--- config.mk ---
export PLATFORM = sky130hd
export DESIGN_NAME = cspb_locate
export DESIGN_NICKNAME = d
export VERILOG_FILES = /design/src/rtl/cspb_pkg.sv /design/src/rtl/cspb_locate.sv
export SDC_FILE = /design/constraint.sdc
export NUM_CORES = 1
export LEC_CHECK = 0
export ABC_AREA = 0
export ABC_CLOCK_PERIOD_IN_PS = 6800
export BUFFER_PORTS_ARGS = -buffer_cell sky130_fd_sc_hd__buf_2
export CAP_MARGIN = 15
export CORE_MARGIN = 10
export CORE_UTILIZATION = 50
export CTS_CLUSTER_DIAMETER = 120
export DETAILED_ROUTE_END_ITERATION = 12
export GPL_TIMING_DRIVEN = 0
export PLACE_DENSITY = 0.72
export REMOVE_ABC_BUFFERS = 1
export SETUP_SLACK_MARGIN = 0.05
export SLEW_MARGIN = 5
export SYNTH_ARGS = -nofsm -noshare
export SYNTH_HDL_FRONTEND = slang
export SYNTH_SLANG_ARGS = --single-unit
export TNS_END_PERCENT = 10
--- constraint.sdc ---
create_clock -name clk_i -period 6.8 [get_ports clk_i]
set_input_delay 1.02 -clock clk_i [delete_from_list [all_inputs] [get_ports clk_i]]
set_output_delay 1.02 -clock clk_i [all_outputs]
set_load 0.03 [all_outputs]
--- src/rtl/cspb_pkg.sv ---
`default_nettype none

package cspb_pkg;

  // Framebuffer geometry
  localparam int unsigned FRAME_ADDR_BITS = 17;
  localparam int unsigned COORD_W         = 10;
  localparam int unsigned SPRITE_W        = 9;
  localparam int unsigned PIX_W           = 8;
  localparam int unsigned TIDX_W          = 16;
  localparam int unsigned PROD_W          = 2 * COORD_W;
  localparam int unsigned ADDR_FULL_W     = PROD_W + 1;

  // Configuration register indexes
  localparam int unsigned CFG_IDX_W = 2;
  localparam logic [CFG_IDX_W-1:0] CFG_FRAME_WIDTH  = 2'd0;
  localparam logic [CFG_IDX_W-1:0] CFG_FRAME_HEIGHT = 2'd1;

  localparam logic [COORD_W-1:0] WIDTH_RESET  = 10'd352;
  localparam logic [COORD_W-1:0] HEIGHT_RESET = 10'd216;

  // Stream payload widths
  localparam int unsigned IN_DATA_W  = 72;
  localparam int unsigned OUT_DATA_W = 16;

  typedef enum logic [1:0] {
    CMD_DRAW = 2'd0,
    CMD_LOAD = 2'd1,
    CMD_READ = 2'd2
  } cmd_e;

  typedef enum logic [1:0] {
    MODE_OPAQUE = 2'd0,
    MODE_KEY    = 2'd1,
    MODE_BLEND  = 2'd2
  } mode_e;

  // One item after address generation
  typedef struct packed {
    logic                       valid;
    cmd_e                       cmd;
    mode_e                      mode;
    logic [PIX_W-1:0]           pix;
    logic [TIDX_W-1:0]          tidx;
    logic                       ok;
    logic [FRAME_ADDR_BITS-1:0] addr;
  } item_t;

endpackage

`default_nettype wire

--- src/rtl/cspb_locate.sv ---
`default_nettype none

module cspb_locate import cspb_pkg::*; (
  input  wire logic                clk_i,
  input  wire logic                rst_ni,
  input  wire logic                en_i,
  input  wire logic                valid_i,
  input  wire cmd_e                cmd_i,
  input  wire mode_e               mode_i,
  input  wire logic [COORD_W-1:0]  origin_x_i,
  input  wire logic [COORD_W-1:0]  origin_y_i,
  input  wire logic [SPRITE_W-1:0] col_i,
  input  wire logic [SPRITE_W-1:0] row_i,
  input  wire logic [PIX_W-1:0]    pixel_i,
  input  wire logic [TIDX_W-1:0]   table_index_i,
  input  wire logic [COORD_W-1:0]  frame_width_i,
  input  wire logic [COORD_W-1:0]  frame_height_i,
  output item_t                    item_o
);

  // Stage 1: target point
  logic                  v1_q;
  cmd_e                  cmd1_q;
  mode_e                 mode1_q;
  logic [PIX_W-1:0]      pix1_q;
  logic [TIDX_W-1:0]     tidx1_q;
  logic [COORD_W:0]      px1_q, py1_q;
  logic [COORD_W:0]      px1_d, py1_d;
  logic [SPRITE_W-1:0]   cx, cy;

  // Stage 2: clip flag and row offset
  logic                  v2_q;
  cmd_e                  cmd2_q;
  mode_e                 mode2_q;
  logic [PIX_W-1:0]      pix2_q;
  logic [TIDX_W-1:0]     tidx2_q;
  logic [COORD_W-1:0]    px2_q;
  logic                  in_frame2_q, in_frame2_d;
  logic [PROD_W-1:0]     prod2_q, prod2_d;
  logic [ADDR_FULL_W-1:0] addr_full;

  // Read commands address the origin itself
  always_comb begin
    cx = (cmd_i == CMD_READ) ? '0 : col_i;
    cy = (cmd_i == CMD_READ) ? '0 : row_i;
    px1_d = {origin_x_i[COORD_W-1], origin_x_i} + {2'b00, cx};
    py1_d = {origin_y_i[COORD_W-1], origin_y_i} + {2'b00, cy};
  end

  // Clip against the frame and form the row base
  always_comb begin
    in_frame2_d = !px1_q[COORD_W] && !py1_q[COORD_W]
                  && (px1_q[COORD_W-1:0] < frame_width_i)
                  && (py1_q[COORD_W-1:0] < frame_height_i);
    prod2_d = py1_q[COORD_W-1:0] * frame_width_i;
  end

  always_ff @(posedge clk_i or negedge rst_ni) begin
    if (!rst_ni) begin
      v1_q <= 1'b0;
      v2_q <= 1'b0;
    end else if (en_i) begin
      v1_q <= valid_i;
      v2_q <= v1_q;
    end
  end

  always_ff @(posedge clk_i) begin
    if (en_i) begin
      cmd1_q      <= cmd_i;
      mode1_q     <= mode_i;
      pix1_q      <= pixel_i;
      tidx1_q     <= table_index_i;
      px1_q       <= px1_d;
      py1_q       <= py1_d;
      cmd2_q      <= cmd1_q;
      mode2_q     <= mode1_q;
      pix2_q      <= pix1_q;
      tidx2_q     <= tidx1_q;
      px2_q       <= px1_q[COORD_W-1:0];
      in_frame2_q <= in_frame2_d;
      prod2_q     <= prod2_d;
    end
  end

  // Linear address and memory bound check
  assign addr_full = {1'b0, prod2_q} + {{(ADDR_FULL_W-COORD_W){1'b0}}, px2_q};

  always_comb begin
    item_o.valid = v2_q;
    item_o.cmd   = cmd2_q;
    item_o.mode  = mode2_q;
    item_o.pix   = pix2_q;
    item_o.tidx  = tidx2_q;
    item_o.ok    = in_frame2_q && (addr_full[ADDR_FULL_W-1:FRAME_ADDR_BITS] == '0);
    item_o.addr  = addr_full[FRAME_ADDR_BITS-1:0];
  end

endmodule

`default_nettype wire

==> impl_metrics.ini <==
[cells_and_area]
final_nets = 1141
multiInputGateArea_um2 = 4810
antenna_cells = 0
regArea_um2 = 3320
drive_above_1_share_pct = 18.3
fillCellCount = 1414
areaGrowthSynthToFinish_pct = 14.2

[clock_tree]
cts_resized = 0
clk_latency_ns = 0.34
clockRootBuffer = clkbuf_16
clk_pin_slew_worst_paths_ns = 0.07
cts_tree = built
ctsHtreeMaxLevel = 3
numCtsBuffers = 9
cts.path.max_buffers = 2
ctsHoldBuffers = 0
cts_setup_buffers = 0
clock_sinks = 111

[critical_path]
cp_top_family = adder cells
r2r_end = prod2_q[18]
worstSetupEndpointType = flip-flop
reg2reg_slack_ns = 1.47
critPathSlowestCell = fa_1
crit_required_ns = 6.89
crit_path_max_fanout = 11
crit_path_frequent_cell = fa_1
path_class = input port to flip-flop
cp-start-kind = input port
slowest_delay_ns = 0.55
r2r_start = py1_q[3]
arrival_ns = 5.66
r2r_cells = 16
critPathBufInv = 4
path_cells = buf_2, nand2_1, fa_1, inv_1, fa_1, ha_1, fa_1, inv_1, fa_1, inv_1, ha_1, a2111oi_2, o21ai_1, a21oi_2, o31ai_1, o41ai_2, xnor2_1

[worst_hold_path]
min_from = pix1_q[5]
whs_endpoint = pix2_q[5]
hold_depth = 0
hp-class = flip-flop to flip-flop

[timing]
setup_tns_ns = 0
finalCriticalPeriod_ns = 5.58
skew_ns = 0.00700
fmax_ghz = 0.179
maxSlewViolCount = 0
tightest_slew_ns = 0.570
max_slew_margin_pct = 61.7
hold_violations = 0
setup_violations = 0
rsz0062_at_grt = no
period_share_pct = 82.0
worst_hold_slack_ns = 0.419

[power_and_ir_drop]
peakVddDrop_mv = 0.243
leakage_nw = 4.53
p_clk_share_pct = 11.8
p_switching_mw = 1.87
powerDensity_nw_per_um2 = 443
intPower_mw = 2.45
p_comb_share_pct = 63.0
netSwitchingFraction_pct = 43.3
seq_power_share_pct = 25.1

[detailed_routing]
wl_per_cell_um = 14.9
drt_iter0_drc = 236
totalWireLength_mm = 16.5
antenna_left = 0
vias = 5592
first_pass_iters = 5
drc = 0
post_drt_via_cell_ratio = 5.04

[place]
dp_hpwl_mm = 13.3
gp_congestion = 0.830
io_buffer_count = 136

[global_route]
grt_first_pass_wirelength_mm = 26.8
track_usage_pct = 14.6
antenna_found_initial = 0
overflow = 0
grt_pass1_vias = 5603
grt_start_max_net_pins = 72

[synth]
synth_area_um2 = 8550
dominantRegCellSynth = edfxtp_1
async_reset_ff_share_pct = 1.80
synth_top_area_share_pct = 38.3
synth.largest_area_cell = edfxtp_1
avgSynthCellArea_um2 = 11.3
ys_ff_latch = 111
synth_cells = 755
seq_area_frac_synth_pct = 38.9
yosys.cell_types.count = 52
ys_warn_count = 0
synthTopCellsByArea = edfxtp_1, fa_1, ha_1
synth-edff-count = 109

[floorplan]
core_area_um2 = 16700
chipHeight_um = 151
dieWidth_um = 151
io_pins = 137
dieArea_um2 = 22700
start_util_pct = 51.2
rows = 47

[run_status]
status = finished, final reports clean

[job]
drv_cap = 0
-- power by group through the flow --
stage	registers [mW]	clock network, mW	logic [mW]
final	1.09	0.512	2.72
after global routing	1.10	0.552	3.14
after CTS	1.09	0.526	2.75
after detailed placement	1.10	0	2.72
after global placement	1.10	0	2.68
after floorplan	1.09	0	2.13
-- metrics by stage --
stage | setup slack [ns] | cell area, µm² | utilization (%) | power (mW) | std cells
final | 1.22 | 9760 | 58.5 | 4.32 | 1110
after global routing | 1.00 | 9760 | 58.5 | 4.79 | 1110
after CTS | 1.26 | 9760 | 58.5 | 4.36 | 1110
after detailed placement | 0.909 | 9470 | 56.7 | 3.82 | 1094
after global placement | 0.957 | 9440 | 56.5 | 3.78 | 1093
after floorplan | 1.47 | 8480 | - | 3.22 | 737
-- Yosys cell counts (6+ instances only) --
cell type  instances
a21o_1            10
a21oi_1           31
and2_1            83
clkbuf_1          17
edfxtp_1         109
fa_1              65
ha_1             101
inv_1             93
nand2_1           56
nand2b_1           6
nand3_1            6
nor2_1            26
nor2b_1            9
nor3_1            10
o21a_1             8
o21ai_0           21
xnor2_1           34
xor2_1             9
-- flip-flops by register name (all words and copies together) (netlist names) --
register / flops
tidx2_q: 16
v1_q: 1
pix1_q: 8
mode1_q: 2
prod2_q: 20
v2_q: 1
in_frame2_q: 1
px2_q: 10
pix2_q: 8
cmd1_q: 2
py1_q: 11
tidx1_q: 16
cmd2_q: 2
px1_q: 11
mode2_q: 2
-- cells in the final DEF, fill, tap and decap left out, types with 10 or more instances in the layout --
master | Yosys | final
buf_2 | 0 | 135
edfxtp_1 | 109 | 109
ha_1 | 101 | 101
inv_1 | 93 | 93
and2_1 | 83 | 83
fa_1 | 65 | 65
nand2_1 | 56 | 56
xnor2_1 | 34 | 34
a21oi_1 | 31 | 31
nor2_1 | 26 | 26
o21ai_0 | 21 | 21
a21o_1 | 10 | 10
nor3_1 | 10 | 10
-- layout make-up --
| cell class | count | area share (%) |
|---|---|---|
| well taps | 220 | 2.82 |
| multi-input cells | 533 | 49.2 |
| clock inverters | 7 | 0.731 |
| repair buffers | 137 | 7.28 |
| flip-flops and latches | 111 | 34.0 |
| clock buffers | 9 | 2.31 |
| inverters | 93 | 3.58 |
-- worst max-delay path by stage --
stage / start / end / depth (start not counted)
2_1_floorplan: frame_width_i[3] / prod2_q[18] / 18
4_1_cts: frame_width_i[3] / prod2_q[18] / 17
6_report: frame_width_i[3] / prod2_q[18] / 17
3_3_place_gp: frame_width_i[3] / prod2_q[18] / 17
5_1_grt: frame_width_i[3] / prod2_q[13] / 17
3_5_place_dp: frame_width_i[3] / prod2_q[18] / 17
-- logic make-up after synthesis --
| kind of cell | synth area share, % |
|---|---|
| mux | 0.263 |
| buf+inv | 4.92 |
| flops | 38.9 |
| xor+xnor | 4.40 |
| simple gates | 13.2 |
| compound gates | 8.40 |
| fa+ha+maj | 30.0 |
-- metal layers --
| layer | vias to the layer above | routed length [µm] | track usage [%] |
|---|---|---|---|
| li1 | 2835 | - | - |
| met1 | 2617 | 7470 | 19.1 |
| met2 | 132 | 8140 | 24.5 |
| met3 | 8 | 771 | 2.57 |
| met4 | 0 | 145 | 4.09 |
| met5 | - | 0 | 0 |
Power figures use the tool's default switching activity.
